**src/spr_ram.sv**
```systemverilog
// Generic single-write, single-read RAM with registered read data.
// No dependencies.
module spr_ram #(
    parameter int WIDTH = 32,
    parameter int DEPTH = 64
) (
    input  logic                     aclk,
    input  logic                     wr_en,
    input  logic [$clog2(DEPTH)-1:0] wr_addr,
    input  logic [WIDTH-1:0]         wr_data,
    input  logic [$clog2(DEPTH)-1:0] rd_addr,
    output logic [WIDTH-1:0]         rd_data
);

    logic [WIDTH-1:0] mem [DEPTH];
    logic [WIDTH-1:0] rd_data_reg;

    // Write port and registered read port.
    always_ff @(posedge aclk) begin
        if (wr_en) begin
            mem[wr_addr] <= wr_data;
        end
        rd_data_reg <= mem[rd_addr];
    end

    assign rd_data = rd_data_reg;

endmodule

```
**config.mk**
```make
export PLATFORM = sky130hd
export DESIGN_NAME = spr_ram
export DESIGN_NICKNAME = d
export VERILOG_FILES = /design/src/spr_ram.sv
export SDC_FILE = /design/constraint.sdc
export NUM_CORES = 2
export LEC_CHECK = 0
export CAP_MARGIN = 20
export CORE_ASPECT_RATIO = 0.6
export CORE_MARGIN = 8
export CORE_UTILIZATION = 45
export DETAILED_ROUTE_END_ITERATION = 16
export DONT_BUFFER_PORTS = 1
export PLACE_DENSITY_LB_ADDON = 0.05
export SETUP_SLACK_MARGIN = 0.05
export SLEW_MARGIN = 30
export SYNTH_ARGS = -nofsm -noshare
export SYNTH_HDL_FRONTEND = slang
export SYNTH_SLANG_ARGS = --single-unit
```
**constraint.sdc**
```tcl
create_clock -name aclk -period 8.7 [get_ports aclk]
set_clock_uncertainty 0.15 [all_clocks]
set_input_delay 1.74 -clock aclk [delete_from_list [all_inputs] [get_ports aclk]]
set_output_delay 1.74 -clock aclk [all_outputs]
set_load 0.1 [all_outputs]
```
---- Word-level counts from Yosys, hierarchy flattened ----
Memories as Yosys holds them, arrays and structs flattened. A register that Yosys moved wholly into a read port is not among the register bits.
Cells that the tools add are included.
storage, ports and cells
  bits in registers ....................... 0
  bits in writable memories ............... 2048
  memories ................................ 1
memories
  name  depth  width  read ports  clocked after memory_dff  wr ports  line  text
  mem   64     32     1           1                         1         15    logic [WIDTH-1:0] mem [DEPTH];
cells by class
  mux-type cells .......................... 2
operator list
  kind               count
  two-way mux 1 bit  2

---- Logic depth before layout (Yosys ltp) ----
  depth in word-level cells ............... 2
  gate-level depth with buffers ........... 10

---- Worst setup path before layout ----
Ideal clock, no wire load.
  path type ............................... input to register
  start point ............................. in wr_addr[3]
  end point ............................... mem mem[48][0], enable pin
  library setup time ...................... 0.461 ns
  data arrival time ....................... 4.439 ns
  required time ........................... 8.089 ns
  slack ................................... 3.650 ns
  cell stages on the path ................. 4
  buffers on the path ..................... 1
  path through ............................ clkbuf_1 -> nor2b_1 -> nand4b_1 -> nor3_1
RTL lines
  what                line  text
  start: declaration  9     input logic [$clog2(DEPTH)-1:0] wr_addr,
  end: declaration    15
No word-level cell before the write port.

==> metrics.txt <==
Syn Area/Cell 23.62 µm²; Max VDD drop 0.0001630 V; RSZ-0062 raised after global routing no; Clock Power Share 41.6%; Die Height 339.6 µm; P_int 0.01632 W; hold crit path type reg -> reg; setup slack, reg-to-reg 5.91 ns; full die area 188,500 µm²; hold path depth 4; CTS Hold Bufs 0; max FFs per register 2,048; Worst path max stage delay 0.81 ns; initial DRC count 5,428; status finished clean; DR vias 36,870; Clock Path Buffers 4; min cycle time layout 4.782 ns; NumNets Final 3,483; buffers added on ports 0; Sequential Area 62,150 µm²; CP Capture Type flip-flop; Core Util, Final 51.04%; initial antenna violation count 20; CP startpoint rd_addr[0]; routed vias/inst 6.210; critical setup path kind in -> reg; post_cts resized 0; crit path launch type input pin; sequential-to-total area share from yosys stat 79.14%; largest net degree at the start of global routing 514; cell area after synthesis 78,520 µm²; Mapped Cells 3,324; fin crit share 54.96%; LEAKAGE 27.01 nW; setup TNS 0 ns; Power per Cell Area 233.5 nW/µm²; post-synth cell types 34; Clock transition at path regs 0.07 ns; commonest non-fill, non-tap cell in the layout edfxtp_1; WHS Endpoint rd_data[21]; # DRC 0; switching share of total power 20.78%; most frequent cells in the layout 2,048 x edfxtp_1, 544 x mux4_2, 201 x clkbuf_16; relative slew slack 22.28%; # clock sinks 2,080; Synth Warn # 0; Yosys reg bits 2,080; Detail Route Antenna Nets 0; Area contributors post-synth edfxtp_1 78%, mux4_2 16%, mux2i_1 1.2%, dfxtp_1 0.82%, o22ai_1 0.67%; Starting Density 45.41%; worst slew pin tran 1.166 ns; clk_lat worst skew 0.85 ns; Crit path max-delay family compound AO/OA/AOI/OAI gates; H-tree levels 4; final setup vio count 0; Std-Cell Rows 118; GRT overflow 0; Die Wd 555.3 µm; Worst Path Max Fanout 92; combinational power share 3.9%; worst hold slack 0.7974 ns; Final Max Tran Viols 0; max-cap violations 0; Reg2Reg Depth 5; IO Count 78; worst hold start mem[12][21]; NetSw 0.004281 W; crit path buf inv count 2; Fill cells 13,350; Area growth syn-to-layout 12.39%; critical path required time 9.23 ns; CTS Buf Count 197; vias in the first global route 36,930; core area 172,900 µm²; Slowest-stage cell, CP a21oi_1; top cell type's share of synthesized area 78.33%; synthesized net count 3,370; FF-to-FF Start mem[39][30]; DR pass1 iterations 5; Root Buffer clkbuf_16; Post-CTS Setup Bufs 0; total power 0.02060 W; first-pass GRT wire length 303,400 µm; Sequential Power Share 54.4%; Wirelength per Cell 37.20 µm; cell taking the most area after synthesis edfxtp_1; routed wire length 220,900 µm; GPL Wtd Cong 0.7421; endpoints failing hold 0; arrival time at the worst endpoint 5.31 ns; CP Depth 7; Worst R2R End rd_data[30]; HPWL Detailed 110,900 µm; multi-input combinational cell area 16,010 µm²; CTS tree done; GRT Resource Usage Total 23.07%; crit-path cells buf_16 > buf_16 > mux4_2 > o221ai_1 > a21oi_1 > a21oi_1 > nor2_1; fmax 0.2091 GHz; share of cells above drive strength 1 27.90%
==> power groups by stage <==
stage / Combinational [W] / Sequential [W] / Clock [W]
floorplan: 0.000540 / 0.0115 / 0
detailed placement: 0.000738 / 0.0114 / 0
global route: 0.000847 / 0.0112 / 0.00907
finish: 0.000811 / 0.0112 / 0.00858
global placement: 0.000740 / 0.0114 / 0
CTS: 0.000741 / 0.0112 / 0.00872
==> per-stage QoR <==
step	setup WS [ns]	instances	instance area, µm²
after floorplan	3.650	3324	78520
after global placement	3.471	5572	81710
after detailed placement	3.718	5573	81760
after CTS	4.688	5930	88080
after global routing	3.862	5935	88230
final	3.918	5937	88240
==> cell families (layout without fill, tap and decap cells) <==
logic type      Yosys count  after routing  synth area share (%)
compound gates          202            202                 1.673
buf+inv                 182            453                 1.128
flops                  2080           2080                 79.14
mux                     637            637                 16.79
other cells               0              2                     0
simple gates            223            223                 1.265
==> worst min-delay path: stages, from the launching register on <==
cell and delay (ns):
edfxtp_1 0.32, mux4_2 0.21, mux4_2 0.22, o22ai_1 0.07, nor2_1 0.09
==> layout make-up <==
class / instances / area share, %
Timing Repair Buffer: 96 / 0.9344
Sequential cell: 2080 / 70.43
Tap cell: 2340 / 3.318
Clock inverter: 107 / 1.163
Clock buffer: 250 / 5.999
Antenna cell: 2 / 0.005672
Multi-Input combinational cell: 1062 / 18.15
==> worst max-delay path by stage <==
| stage | to | slack [ns] |
|---|---|---|
| after CTS | rd_data[30] | 4.69 |
| after floorplan | mem[48][0] | 3.65 |
| after global routing | rd_data[30] | 3.86 |
| after detailed placement | rd_data[30] | 3.72 |
| after global placement | rd_data[1] | 3.47 |
| final | rd_data[30] | 3.92 |
==> per-layer routing <==
layer,GRT usage [%],wire (µm)
met5,0,34
met1,35.76,99130
met2,34.61,100100
met4,4.300,3811
met3,4.266,17810
==> cells in the mapped netlist, drive strengths merged <==
library cell  instances
or3b                  5
a22oi                12
dfxtp                32
nor3                  7
mux2i                93
mux4                544
nand4                 2
nand3b                5
or2                   3
edfxtp             2048
nand4b                1
nand2                26
a41o                  4
a311oi                8
a31oi                 1
and2                  2
o221ai               27
o32ai                 4
nor2                137
nand3                 5
buf                 108
nand2b                8
or3                   3
o22ai                84
a21oi                62
nor2b                15
and3                  4
clkbuf               74
No activity file was read; power rests on OpenSTA's default activity.
