===== config.mk =====
export PLATFORM = sky130hd
export DESIGN_NAME = spr_queue
export DESIGN_NICKNAME = d
export VERILOG_FILES = /design/src/spr_queue.sv
export SDC_FILE = /design/constraint.sdc
export NUM_CORES = 1
export LEC_CHECK = 0
export BUFFER_PORTS_ARGS = -buffer_cell sky130_fd_sc_hd__buf_2
export CORE_AREA = 2 2 47 49
export DETAILED_ROUTE_END_ITERATION = 6
export DIE_AREA = 0 0 49 51
export HOLD_SLACK_MARGIN = 0.1
export MAX_ROUTING_LAYER = met4
export PLACE_DENSITY = 0.71
export SETUP_SLACK_MARGIN = 0.4
export SLEW_MARGIN = 15
export SYNTH_ARGS = -nofsm -noshare
export SYNTH_HDL_FRONTEND = slang
export SYNTH_SLANG_ARGS = --single-unit

===== constraint.sdc =====
create_clock -name aclk -period 4.85 [get_ports aclk]
set_clock_uncertainty 0.05 [all_clocks]
set_input_delay 0.97 -clock aclk [delete_from_list [all_inputs] [get_ports aclk]]
set_output_delay 0.97 -clock aclk [all_outputs]
set_load 0.005 [all_outputs]

===== src/spr_queue.sv =====
// Short job queue between the front and the back.
// Uses no package items.
module spr_queue #(
    parameter int WIDTH = 7,
    parameter int DEPTH = 2
) (
    input  logic             aclk,
    input  logic             aresetn,
    input  logic             push,
    input  logic [WIDTH-1:0] push_data,
    output logic             full,
    input  logic             pop,
    output logic             not_empty,
    output logic [WIDTH-1:0] pop_data
);

    localparam int PTR_W = (DEPTH > 1) ? $clog2(DEPTH) : 1;
    localparam int FILL_W = $clog2(DEPTH + 1);

    logic [WIDTH-1:0]  entry_reg [DEPTH];
    logic [PTR_W-1:0]  wr_ptr_reg, rd_ptr_reg;
    logic [FILL_W-1:0] fill_reg;
    logic              do_push, do_pop;

    assign full      = (fill_reg == FILL_W'(DEPTH));
    assign not_empty = (fill_reg != '0);
    assign pop_data  = entry_reg[rd_ptr_reg];
    assign do_push   = push && !full;
    assign do_pop    = pop && not_empty;

    // Entry storage.
    always_ff @(posedge aclk) begin
        if (do_push) begin
            entry_reg[wr_ptr_reg] <= push_data;
        end
    end

    // Pointers wrap at the depth; the fill level counts pushes less pops.
    always_ff @(posedge aclk) begin
        if (!aresetn) begin
            wr_ptr_reg <= '0;
            rd_ptr_reg <= '0;
            fill_reg   <= '0;
        end else begin
            if (do_push) begin
                wr_ptr_reg <= (wr_ptr_reg == PTR_W'(DEPTH - 1)) ? '0 : wr_ptr_reg + 1'b1;
            end
            if (do_pop) begin
                rd_ptr_reg <= (rd_ptr_reg == PTR_W'(DEPTH - 1)) ? '0 : rd_ptr_reg + 1'b1;
            end
            fill_reg <= fill_reg + FILL_W'(do_push) - FILL_W'(do_pop);
        end
    end

endmodule


== After elaboration in Yosys (flattened, before gate mapping) ==
Memories as Yosys holds them, arrays and structs flattened. A register that Yosys moved wholly into a read port is not among the register bits.
Index checks and enable logic that the tools add are counted.
Operators by class
  add/subtract/negate cells: 4
  multipliers: 0
  divide/modulo/power cells: 0
  order comparisons: 0
  equality and inequality tests: 1
  shift operators: 0
  multiplexer cells: 6
  bitwise logic cells: 0
  reduce and logical (&&, ||, !) cells: 4
Operator list (count)
  1-bit two-way mux: 6
  1-bit adder, second input constant: 2
  2-bit by 1-bit adder with 2-bit output: 1
  2-bit equality test, second input constant: 1
  1-bit logical AND: 2
  2-bit nonzero test: 1
  2-bit by 1-bit subtractor with 2-bit output: 1
  1-bit zero test: 1
Storage, ports and cells
  register bits: 4
  latch bits: 0
  bits in writable memories: 14
  bits in read-only memories: 0
  output and inout bits: 9
  logic and storage cells: 19
  memories kept: 1
Memories
  entry_reg: depth 2, width 7, read ports 1, clocked after Yosys merged registers in 1, write ports 1, RTL line 20  | logic [WIDTH-1:0] entry_reg [DEPTH];

== Logic depth before layout (Yosys ltp) ==
  word-level depth: 5
  depth in mapped cells: 8
  gate-level depth less buffers: 8

== Worst setup path before layout ==
Ideal clock, no wire load.
  kind: input -> register
  from: input pop
  to: register fill_reg[1]
  arrival time: 1930 ps
  data required time: 4722 ps
  setup slack: 2792 ps
  stages on the path: 7
  buffers on the path: 0
  path through: o21a_2 -> ha_1 -> inv_1 -> ha_1 -> xor2_1 -> and2_1 -> nor3_1
Between the ends
  longest elaborated chain between the ends: 2
Ends and longest elaborated chain
  start: declaration: RTL line 12  | input logic pop,
  1-bit logical AND: RTL line 29  | assign do_pop = pop && not_empty;
  2-bit by 1-bit subtractor with 2-bit output: RTL line 51  | fill_reg <= fill_reg + FILL_W'(do_push) - FILL_W'(do_pop);
  end signal: assignment: RTL line 51
  end: declaration: RTL line 22  | logic [FILL_W-1:0] fill_reg;
No other way between the ends.
A chain may end at the register's enable or synchronous reset.

==> results.md <==
Cells and area:
- The post-route netlist has 45.1% of its cells at a drive strength greater than 1.
- The number of filler cells placed in the layout is 209.
- The flip-flop count of the largest register, all copies and words added is 14.
- From synthesis to final layout, the design area changed by 20.6%.
- The number of antenna diodes in the final layout is 0.
- For this run, the post-layout net count is 85.

STA:
- In the finished design, the share of the clock period the worst path needs comes to 48.2%.
- The hold violation count in the final report is 0.
- Timing would allow up to 0.428 GHz.
- The worst setup margin is 2.51 ns.
- The final number of max-transition violations is 0.
- Summed over all failing endpoints, the final setup total negative slack is 0 ns.
- For the pin with the worst max-slew slack, the measured transition is 0.583 ns.
- Headroom to the max-slew limit came out at 61.0%.
- The number of endpoints failing setup at the final stage is 0.
- The clock period could shrink to 2.34 ns.
- Setup repair after global routing left no endpoint under its margin.

Routing:
- The total wirelength of the detailed-routed design is 1070 um.
- The detail route stage leaves a number of antenna-violating nets equal to 0.
- The iteration count of the initial detailed-routing pass is 4.
- Detailed routing inserted a total of 426 vias.
- The iteration-0 DRC count of the detailed router is 7.
- In the routed design, unresolved DRC markers number 0.
- In the routed layout, each cell is associated on average with a via count of 4.30.
- Dividing the detail-routed wire length by the instance count gives 10.8 um.

Global route:
- Entering global routing, the biggest net connects 12 pins.
- The global-route wire length before repair is 1770 um.
- Summed over all layers, the global routing overflow is 0.
- The number of global-route vias before repair came to 427.
- The initial antenna violation count is 0.
- The combined global-route utilization of all metal layers is 10.0%.

Floorplanning:
- The die area is 2500 um^2.
- The floorplan die height is 51 um.
- In this run the horizontal extent of the chip is 49 um.
- The top-level I/O count is 20.
- The core region is 2060 um^2.
- The initial utilization of the core area, before any placement, comes to 36.0%.
- The number of rows created at floorplan is 17.

Worst setup path:
- The signal on the critical path passes through mux2_2 > buf_2.
- The delay contributed by the slowest stage of the critical path is 0.53 ns.
- The kind of cell with the highest combined delay along the critical path is flip-flops.
- The biggest fanout along the worst timing path is 7.
- The element type at the critical path end is an output port.
- STA classifies the critical path startpoint as a flop.
- STA puts the critical path data arrival time at 1.32 ns.
- The setup slack on the worst flop-to-flop path is 3.12 ns.
- The class of the most critical setup path is flop to output port.
- In this run the critical register-to-register path is captured at fill_reg[1].
- The number of cells on the worst reg-to-reg path is 8.
- On the critical path, the stage with the largest delay is an instance of sky130_fd_sc_hd__dfxtp_1.
- The number of buffers and inverters on the critical path is 1.
- In this run the critical register-to-register path is launched from fill_reg[0].
- For the worst setup path, the data required time is 3.83 ns.

Flow run:
- The tool flagged a number of max-cap violations equal to 0.

Placement:
- The number of I/O port buffers is 19.
- Timing analysis after detailed placement gives a worst setup slack of 2.58 ns.
- Routability-driven placement finished with a final weighted congestion of 0.667.
- The total half-perimeter wirelength after legalization and detailed placement is 815 um.

Clock network:
- The longest clock path from root to sink contains 2 buffers.
- Buffers inserted to repair hold after CTS numbered 0.
- The number of gates resized after CTS was 0.
- The worst-skew pair later-pin latency is 0.28 ns.
- The root buffer cell is sky130_fd_sc_hd__clkbuf_4.
- The number of buffers inserted to repair setup after CTS is 0.
- The deepest level of the CTS H-tree is 1.
- For this design, the sink count on the clock tree is 19.
- TritonCTS built the clock tree.
- The number of CTS-inserted buffers is 3.
- Clock-pin slew was measured on the worst setup and hold paths at 0.10 ns.

Synth:
- The distinct cell type count after synthesis is 17.
- Counting instances in the post-synthesis netlist gives the leading cell types as 14 x sky130_fd_sc_hd__edfxtp_1, 7 x sky130_fd_sc_hd__mux2_2, 5 x sky130_fd_sc_hd__dfxtp_1.
- Yosys attributes the largest share of cell area to sky130_fd_sc_hd__edfxtp_1 57%, sky130_fd_sc_hd__dfxtp_1 13%, sky130_fd_sc_hd__mux2_2 11%.
- The cell count after synthesis came out at 49.
- For this run, the register share of the synthesized area comes to 70.2%.
- The number of warnings reported in the yosys synthesis log is 0.
- Averaged over all synthesized cells, the footprint is 15.1 um^2.
- In this run, synthesis inferred 14 flip-flops with an integrated enable.
- The dominant register cell in the synthesized netlist is sky130_fd_sc_hd__edfxtp_1.
- Of all flip-flops after synthesis, the portion carrying an async set or reset was 0%.
- Of all cell types, the one taking the most synthesized area is sky130_fd_sc_hd__edfxtp_1.
- The most common cell in the synthesized netlist is sky130_fd_sc_hd__edfxtp_1.
- The cell area after technology mapping is 742 um^2.
- Counting every net in the synthesized netlist gives 62.
- The flip-flop and latch count after synthesis is 19.
- The area fraction of the dominant cell type after synthesis is 56.7%.

Power:
- In this run the power spent charging and discharging nets is 0.122 mW.
- The worst-case IR drop observed on VDD is 0.000268 V.
- Per report_power, the sequential group accounts for 53.7% of the total.
- The clock network is responsible for 16.8% of the overall power.
- The internal portion of the total power is 0.316 mW.
- Dividing total power by cell area gives a power density of 491 nW/um^2.
- In this run, the combinational gates consume 29.5% of the power.
- Net switching is 27.9% of the power.
- In this run the static leakage power is 0.382 nW.

Worst hold path:
- The endpoint with the worst hold slack is wr_ptr_reg.
- The launch point of the worst hold path is wr_ptr_reg.
- The class of the worst hold path is flop to flop.
- Along the worst hold path, the cell count comes to 2.

Run status:
- The run finished with clean final reports.
==> cells by family (layout without fill, tap and decap cells) <==
family	after synthesis	after routing	synth area share, %
multiplexers	8	8	12.0
flip-flops	19	19	70.2
AO/OA/AOI/OAI	1	1	1.18
adder cells (fa/ha/maj)	2	2	3.37
XOR/XNOR	2	2	2.36
buffers and inverters	4	26	2.19
AND/OR/NAND/NOR	13	13	8.77
==> layout make-up <==
type	count	area [um^2]	share of cell area, %
timing repair buffer	19	95.1	10.6
multi-input combinational	26	205	22.9
tap	28	35.0	3.92
sequential	19	520	58.2
inverter	3	11.3	1.26
clock inverter	1	5.00	0.559
clock buffer	3	22.5	2.52
==> layer usage <==
| layer | up-vias | wire length, um | GRT usage (%) | share of wire (%) |
|---|---|---|---|---|
| li1 | 216 | - | - | - |
| met1 | 193 | 469 | 10.8 | 44 |
| met2 | 15 | 524 | 16.7 | 49 |
| met3 | 2 | 61 | 2.92 | 5.7 |
| met4 | 0 | 10 | 5.71 | 0.94 |
| met5 | - | 0 | - | 0 |
==> cell usage in the layout, fill, tap and decap left out, types with 2 or more instances in the layout <==
master	synthesis	layout
sky130_fd_sc_hd__buf_2	1	19
sky130_fd_sc_hd__nand2b_1	2	2
sky130_fd_sc_hd__clkbuf_4	0	3
sky130_fd_sc_hd__ha_1	2	2
sky130_fd_sc_hd__dfxtp_1	5	5
sky130_fd_sc_hd__mux2_2	7	7
sky130_fd_sc_hd__edfxtp_1	14	14
sky130_fd_sc_hd__nor2_1	4	4
sky130_fd_sc_hd__nand2_1	2	2
sky130_fd_sc_hd__and2_1	2	2
sky130_fd_sc_hd__inv_1	3	3
==> worst min-delay path: stages, from the launching register on <==
cell and delay [ns]:
sky130_fd_sc_hd__dfxtp_1 0.34, sky130_fd_sc_hd__nand2_1 0.06, sky130_fd_sc_hd__mux2i_1 0.05
==> worst max path at each step <==
stage | endpoint | from | cells after the start
after CTS | pop_data[2] | flop | 2
after global placement | fill_reg[1] | pop | 8
after detailed placement | fill_reg[1] | pop | 8
final | pop_data[2] | flop | 2
after floorplan | fill_reg[1] | pop | 7
after global routing | pop_data[3] | flop | 2
==> power by group through the flow <==
stage | Clock (mW) | Combinational (mW) | Sequential [mW]
floorplan | 0 | 0.0956 | 0.227
global placement | 0 | 0.127 | 0.238
detailed placement | 0 | 0.132 | 0.240
CTS | 0.0779 | 0.133 | 0.236
global route | 0.0841 | 0.146 | 0.241
finish | 0.0739 | 0.129 | 0.236
==> stage by stage <==
| step | hold slack (ns) | util, % | instances | area (um^2) | total power, mW |
|---|---|---|---|---|---|
| floorplan | 0.405 | - | 49 | 742 | 0.322 |
| global placement | 0.413 | 42.0 | 95 | 867 | 0.364 |
| detailed placement | 0.426 | 42.0 | 95 | 867 | 0.372 |
| CTS | 0.442 | 43.4 | 99 | 895 | 0.447 |
| global route | 0.472 | 43.4 | 99 | 895 | 0.471 |
| finish | 0.436 | 43.4 | 99 | 895 | 0.439 |
Note: power is estimated with default switching activity, not from simulation.
