**src/spr_pkg.sv**
```systemverilog
// Package for the rank correlation block: sizes, class and status codes,
// the critical-value table and the structs shared between the modules.
// Used by the modules in src by scoped names, except spr_ram and spr_queue.
package spr_pkg;

    // Store depth and default sample width.
    localparam int MAX_PAIRS    = 64;
    localparam int SAMPLE_WIDTH = 32;

    // Pair counter and store address widths.
    localparam int CNT_W  = $clog2(MAX_PAIRS + 1);
    localparam int ADDR_W = $clog2(MAX_PAIRS);

    // Result field widths.
    localparam int DQ_W  = 19;
    localparam int RHO_W = 16;
    localparam int SE_W  = 16;
    localparam int CLS_W = 3;

    // Arithmetic widths derived from the store depth.
    localparam int SQ_W    = $clog2(MAX_PAIRS * MAX_PAIRS + 1);
    localparam int CUBE_W  = $clog2(MAX_PAIRS * MAX_PAIRS * MAX_PAIRS + 1);
    localparam int DEN_MAX = 2 * (MAX_PAIRS * MAX_PAIRS * MAX_PAIRS - MAX_PAIRS);
    localparam int DEN_W   = $clog2(DEN_MAX + 1);

    // Significance classes.
    localparam logic [CLS_W-1:0] CLS_NONE  = 3'd5;
    localparam logic [CLS_W-1:0] CLS_SMALL = 3'd6;
    localparam logic [CLS_W-1:0] CLS_LARGE = 3'd7;

    // Status codes.
    localparam logic STATUS_OK  = 1'b0;
    localparam logic STATUS_FEW = 1'b1;

    // Critical |rho| in ten-thousandths for 7..24 pairs, five levels each.
    localparam int CRIT_W      = 14;
    localparam int CRIT_N_LO   = 7;
    localparam int CRIT_N_HI   = 24;
    localparam int CRIT_ROWS   = 18;
    localparam int CRIT_LEVELS = 5;
    localparam int CRIT_ROW_W  = $clog2(CRIT_ROWS);
    localparam int CRIT_LVL_W  = $clog2(CRIT_LEVELS);
    localparam int unsigned CRIT_TAB [CRIT_ROWS][CRIT_LEVELS] = '{
        '{9643, 8571, 7450, 6786, 5357},
        '{9286, 8095, 7143, 6190, 5000},
        '{9000, 7667, 6833, 5833, 4667},
        '{8667, 7333, 6364, 5515, 4424},
        '{8364, 7000, 6091, 5273, 4182},
        '{8182, 6713, 5804, 4965, 3986},
        '{7912, 6429, 5549, 4780, 3791},
        '{7670, 6220, 5341, 4593, 3626},
        '{7464, 6000, 5179, 4429, 3500},
        '{7265, 5824, 5000, 4265, 3382},
        '{7083, 5637, 4853, 4118, 3260},
        '{6904, 5480, 4716, 3994, 3148},
        '{6737, 5333, 4579, 3895, 3070},
        '{6586, 5203, 4451, 3789, 2977},
        '{6455, 5078, 4351, 3688, 2909},
        '{6318, 4963, 4241, 3597, 2829},
        '{6186, 4852, 4150, 3518, 2767},
        '{6070, 4748, 4061, 3435, 2704}
    };

    // Depth of the job queue between the front and the back.
    localparam int QUEUE_DEPTH = 2;

    // Write request from the front into the sample stores.
    typedef struct packed {
        logic              en;
        logic [ADDR_W-1:0] addr;
    } store_wr_t;

    // One result item.
    typedef struct packed {
        logic [CNT_W-1:0]        valid_pairs;
        logic [DQ_W-1:0]         sum_sq_rank_diff;
        logic signed [RHO_W-1:0] rho_q15;
        logic [SE_W-1:0]         std_error_q16;
        logic [CLS_W-1:0]        signif_class;
        logic                    status;
    } result_t;

    // Critical value lookup.
    function automatic logic [CRIT_W-1:0] crit_value(
        input logic [CRIT_ROW_W-1:0] row,
        input logic [CRIT_LVL_W-1:0] lvl
    );
        crit_value = CRIT_W'(CRIT_TAB[row][lvl]);
    endfunction

endpackage

```
**src/spr_front.sv**
```systemverilog
// Front part: accepts sample pairs, drops incomplete ones, writes the stores
// and posts a job with the pair count on the last item. Uses spr_pkg.
module spr_front #(
    parameter int SAMPLE_WIDTH = spr_pkg::SAMPLE_WIDTH
) (
    input  logic                          aclk,
    input  logic                          aresetn,
    input  logic                          s_valid,
    output logic                          s_ready,
    input  logic [SAMPLE_WIDTH-1:0]       s_sample_x,
    input  logic [SAMPLE_WIDTH-1:0]       s_sample_y,
    input  logic                          s_x_missing,
    input  logic                          s_y_missing,
    input  logic                          s_is_last,
    output spr_pkg::store_wr_t            store_wr,
    output logic [SAMPLE_WIDTH-1:0]       wr_x,
    output logic [SAMPLE_WIDTH-1:0]       wr_y,
    output logic                          job_push,
    output logic [spr_pkg::CNT_W-1:0]     job_n,
    input  logic                          queue_full,
    input  logic                          store_free
);

    logic [spr_pkg::CNT_W-1:0] cnt_reg, cnt_next, cnt_inc;
    logic                      hold_reg, hold_next;
    logic                      accept, keep;

    // The stores belong to the back from the last item until it frees them.
    assign s_ready = !hold_reg && !queue_full;
    assign accept  = s_valid && s_ready;
    assign keep    = accept && !s_x_missing && !s_y_missing
                     && (cnt_reg < spr_pkg::CNT_W'(spr_pkg::MAX_PAIRS));
    assign cnt_inc = cnt_reg + spr_pkg::CNT_W'(keep);

    // Store write.
    assign store_wr.en   = keep;
    assign store_wr.addr = cnt_reg[spr_pkg::ADDR_W-1:0];
    assign wr_x          = s_sample_x;
    assign wr_y          = s_sample_y;

    // Job hand-over on the last item.
    assign job_push = accept && s_is_last;
    assign job_n    = cnt_inc;

    always_comb begin
        cnt_next  = job_push ? '0 : cnt_inc;
        hold_next = job_push ? 1'b1 : (store_free ? 1'b0 : hold_reg);
    end

    always_ff @(posedge aclk) begin
        if (!aresetn) begin
            cnt_reg  <= '0;
            hold_reg <= 1'b0;
        end else begin
            cnt_reg  <= cnt_next;
            hold_reg <= hold_next;
        end
    end

endmodule

```
**config.mk**
```make
export PLATFORM = sky130hd
export DESIGN_NAME = spr_front
export DESIGN_NICKNAME = d
export VERILOG_FILES = /design/src/spr_pkg.sv /design/src/spr_front.sv
export SDC_FILE = /design/constraint.sdc
export NUM_CORES = 1
export LEC_CHECK = 0
export ABC_AREA = 1
export ABC_CLOCK_PERIOD_IN_PS = 4000
export BUFFER_PORTS_ARGS = -buffer_cell sky130_fd_sc_hd__buf_2
export CAP_MARGIN = 0
export CORE_MARGIN = 2
export CORE_UTILIZATION = 28
export DETAILED_ROUTE_END_ITERATION = 10
export GPL_ROUTABILITY_DRIVEN = 0
export PLACE_DENSITY = 0.77
export SLEW_MARGIN = 20
export SYNTH_ARGS = -nofsm -noshare
export SYNTH_HDL_FRONTEND = slang
export SYNTH_SLANG_ARGS = --single-unit
```
**constraint.sdc**
```tcl
create_clock -name aclk -period 4 [get_ports aclk]
set_input_delay 1.2 -clock aclk [delete_from_list [all_inputs] [get_ports aclk]]
set_output_delay 1.2 -clock aclk [all_outputs]
set_load 0.02 [all_outputs]
```
# --- Word level (Yosys, flattened, before mapping) ---
# Index checks and enable logic that the tools add are counted.
# Widths: inputs -> output; s select.
totals:
  ff_bits: 8
  output_inout_bits: 80
  word_cells: 19
op_classes:
  addsub: 1
  order_cmp: 1
  mux: 2
  n_bitwise: 1
  reduce_logical: 12
op_table:
  columns: ["cell", "count"]
  rows:
  - ["$add 7x1->7", 1]
  - ["$lt 7x7->1 const B", 1]
  - ["$logic_and 1x1->1", 6]
  - ["$logic_not 1->1", 4]
  - ["$mux 1", 2]
  - ["$reduce_bool 2->1", 1]
  - ["$reduce_or 2->1", 1]
  - ["$not 1->1", 1]

# --- Logic depth before layout (Yosys ltp) ---
depth:
  word_depth: 7
  depth_mapped: 10

# --- Worst setup path before layout ---
# No wires, ideal clock.
synth_path:
  kind: "input-to-output"
  start: "input queue_full"
  end: "output job_n[6] in the netlist's numbering"
  arrival_ns: 2.620
  slack_ns: 0.180
  path_stages: 9
  n_path_buf: 0
  path_cell_list: "nor2_2 -> nand2_1 -> nor4_1 -> ha_1 -> ha_1 -> nand3_1 -> o21bai_1 -> nand2_1 -> inv_1"
synth_via:
  elab_chain_cells: 7
synth_lines:
  columns: ["element", "line", "rtl"]
  rows:
  - ["from (decl)", "spr_front.sv:20", "input logic queue_full,"]
  - ["$logic_not 1->1", "spr_front.sv:29", "assign s_ready = !hold_reg && !queue_full;"]
  - ["$logic_and 1x1->1", "spr_front.sv:29", null]
  - ["$logic_and 1x1->1", "spr_front.sv:30", "assign accept = s_valid && s_ready;"]
  - ["$logic_and 1x1->1 (2 in a row)", "spr_front.sv:31", "assign keep = accept && !s_x_missing && !s_y_missing"]
  - ["$logic_and 1x1->1", "spr_front.sv:32", "&& (cnt_reg < spr_pkg::CNT_W'(spr_pkg::MAX_PAIRS));"]
  - ["net keep", "spr_front.sv:26", "logic accept, keep;"]
  - ["$add 7x1->7", "spr_front.sv:33", "assign cnt_inc = cnt_reg + spr_pkg::CNT_W'(keep);"]
  - ["to (decl)", "spr_front.sv:19", "output logic [spr_pkg::CNT_W-1:0] job_n,"]
# The timed path passes the listed nets, and every way through them passes these cells.

# --- Worst setup path in the final report ---
layout_path:
  start: "input queue_full"
  end: "output job_n[6] in the netlist's numbering"
layout_via:
  elab_chain_cells: 7
layout_lines:
  columns: ["element", "line"]
  rows:
  - ["$logic_not 1->1", "spr_front.sv:29"]
  - ["$logic_and 1x1->1", "spr_front.sv:29"]
  - ["$logic_and 1x1->1", "spr_front.sv:30"]
  - ["$logic_and 1x1->1 (2 in a row)", "spr_front.sv:31"]
  - ["$logic_and 1x1->1", "spr_front.sv:32"]
  - ["$add 7x1->7", "spr_front.sv:33"]
# No other way between the ends.

==> out/results.tsv <==
stage	metric	value	unit
sta	fmax	255	MHz
run_status	status	complete, no violations	
worst_hold_path	hold_depth	2	
critical_path	r2r-start	hold_reg	
clocking	clk_path_buf_depth	2	
sta	grt_setup_unrepaired	yes	
detailed_routing	vias	515	
placed_design	hpwlAfterDp	1240	um
grt	track_usage	8.57	%
clocking	htree_levels	1	
critical_path	worstPathArrival	2720	ps
sta	period_needed	3920	ps
floorplanning	chipWidth	62.0	um
clocking	cts_root_buffer	clkbuf_4	
sta	clock_skew	2.69	ps
clocking	cts_tree	done	
detailed_routing	wl	1490	um
finish	largest_reg_flops	7	
grt	overflow	0	
floorplanning	rows	21	
sta	relSlewSlack	83.2	%
worst_hold_path	min_path_type	reg -> reg	
synth	netlist_area	942	um2
finish	drive_above_1_share	51.8	%
critical_path	crit_path_end_kind	output port	
critical_path	cp_max_fo	4	
synth	synth-seq-cells	8	
detailed_routing	drt_iter0_drc	5	
sta	finalHoldViolCount	0	
clocking	cts_buffers	3	
sta	finalSetupViolations	0	
floorplanning	die_height	62.0	um
detailed_routing	remaining_drc_errors	0	
power_and_ir_drop	leakagePower	0.000339	uW
synth	synth.distinct_cells	18	
detailed_routing	viasPerCell	3.93	
finish	diodes	0	
grt	grt_max_degree	8	
flow_run	maxCapViolCount	0	
critical_path	timing.rr.end	cnt_reg[6]	
worst_hold_path	holdPathEnd	hold_reg	
grt	grt_pass1_vias	476	
critical_path	worstSetupPathType	in -> out	
clocking	postCtsHoldBufs	0	
detailed_routing	ant_nets	0	
grt	grt_pass1_wl	2290	um
synth	synth_cells	127	
detailed_routing	wl_per_cell	11.4	um
power_and_ir_drop	powerDensity	233	nW/um2
sta	period_share	98.1	%
power_and_ir_drop	ir_worst_vdd	0.143	mV
finish	final_util	20.9	%
floorplanning	die-area	3840	um2
finish	fin_nets	161	
critical_path	cp.required	2800	ps
grt	antenna_found_initial	0	
clocking	clkTransAtPathRegs	50	ps
finish	area_growth	-27.1	%
synth	yosysWarnings	0	
critical_path	r2r_slack	2250	ps
critical_path	reg2reg_depth	10	
floorplanning	pin_count	152	
sta	worst_pin_slew	251	ps
synth	syn_area_per_cell	7.42	um2
critical_path	cp-start-kind	input port	
clocking	clock-sinks	8	
worst_hold_path	min_from	hold_reg	
sta	report.final.slew_viol_count	0	
sta	tns	0	ps
clocking	clk_latency	250	ps
placed_design	port_buffers	23	
synth	ys_seq_area_share	17.0	%
floorplanning	initial_core_util	28.7	%
synth	syn_nets	201	
detailed_routing	first_pass_iters	4	
floorplanning	core	3280	um2
routing by layer:
metal | global-route usage (%) | up-vias | share of wire [%]
met5 | 0 | - | 0
met4 | 9.42 | 0 | 8.4
met3 | 6.63 | 24 | 16
met2 | 10.4 | 43 | 41
met1 | 8.58 | 210 | 35
li1 | - | 238 | -
worst max-delay path by stage:
stage,startpoint,end,slack [ps],depth (start not counted)
floorplan,queue_full,job_n[6],180,9
global placement,queue_full,job_n[6],-60,12
detailed placement,queue_full,job_n[6],-140,12
CTS,queue_full,job_n[6],9,12
global route,queue_full,job_n[6],-40,12
finish,queue_full,job_n[6],80,12
synthesized netlist by cell type, drive strengths merged:
cell type,n,share of area (%)
a21boi,1,0.80
inv,12,4.8
o21ai,1,0.53
ha,2,2.7
nor4,1,0.66
a21oi,2,1.5
dfxtp,8,17
nor2,8,4.0
buf,71,57
o21bai,2,2.0
xnor2,1,0.93
nand3,5,2.7
nand2,12,5.3
nand4,1,0.66
where the power goes:
group | internal [uW] | switching, uW | total (uW)
logic | 7.67 | 10.2 | 17.8
clock network | 34.3 | 26.6 | 60.9
registers | 80.5 | 0.599 | 81.1
total | 122 | 37.4 | 160
critical path, stage by stage:
cell and delay [ps]:
buf_6 90, nor2_4 120, nand2_2 70, nor4_4 290, ha_2 270, ha_4 160
nand2_2 60, nor2_2 120, nand3_1 90, nand2_2 90, inv_2 40, buf_6 120
through the flow:
stage                     power, uW  cells  instance area, um2  setup WS [ps]  hold WS (ps)
after global routing            173    131                 687          -44.8           570
after floorplan                 185    127                 942            180           454
after global placement         97.6    125                 582          -63.4           470
final                           160    131                 687           75.6           508
after CTS                       162    128                 622           8.57           491
after detailed placement       97.6    125                 582           -137           482
cell usage in the layout (no fill, tap or decap):
cell	Yosys	routed
dfxtp_1	8	8
nor4_4	0	1
nand2_1	10	7
ha_4	0	1
nand4_1	1	1
clkbuf_4	0	3
xnor2_1	1	1
nor2_2	3	3
buf_6	0	2
buf_4	71	4
o21ai_1	1	1
inv_2	0	1
o21bai_1	1	1
nor2_1	5	4
nand3_1	5	5
nand2_2	2	5
o21bai_2	1	1
a21oi_1	1	1
inv_1	12	11
a21boi_1	1	1
a21oi_2	1	1
nor2_4	0	1
ha_2	0	1
buf_2	0	20
timing repair:
| action | in CTS | in global routing |
|---|---|---|
| setup endpoints to repair | 2 | 2 |
| pin swaps | 0 | 6 |
| buffers inserted | 0 | 3 |
| gates resized for setup | 3 | 12 |
cell type report:
type	count	area, um2
Tap cell	46	57.6
Inverter	12	45.0
Clock buffer	3	22.5
Sequential cell	8	160
Timing Repair Buffer	26	153
Fill cell	387	2600
Multi-Input combinational cell	36	249
cells by family after synthesis:
| family | count (synthesis) | synth area share, % |
|---|---|---|
| AND/OR/NAND/NOR | 27 | 13.3 |
| XOR/XNOR | 1 | 0.930 |
| adder cells (fa/ha/maj) | 2 | 2.66 |
| buffers and inverters | 83 | 61.4 |
| flip-flops | 8 | 17.0 |
| AO/OA/AOI/OAI | 6 | 4.78 |
Power figures use the tool's default switching activity.
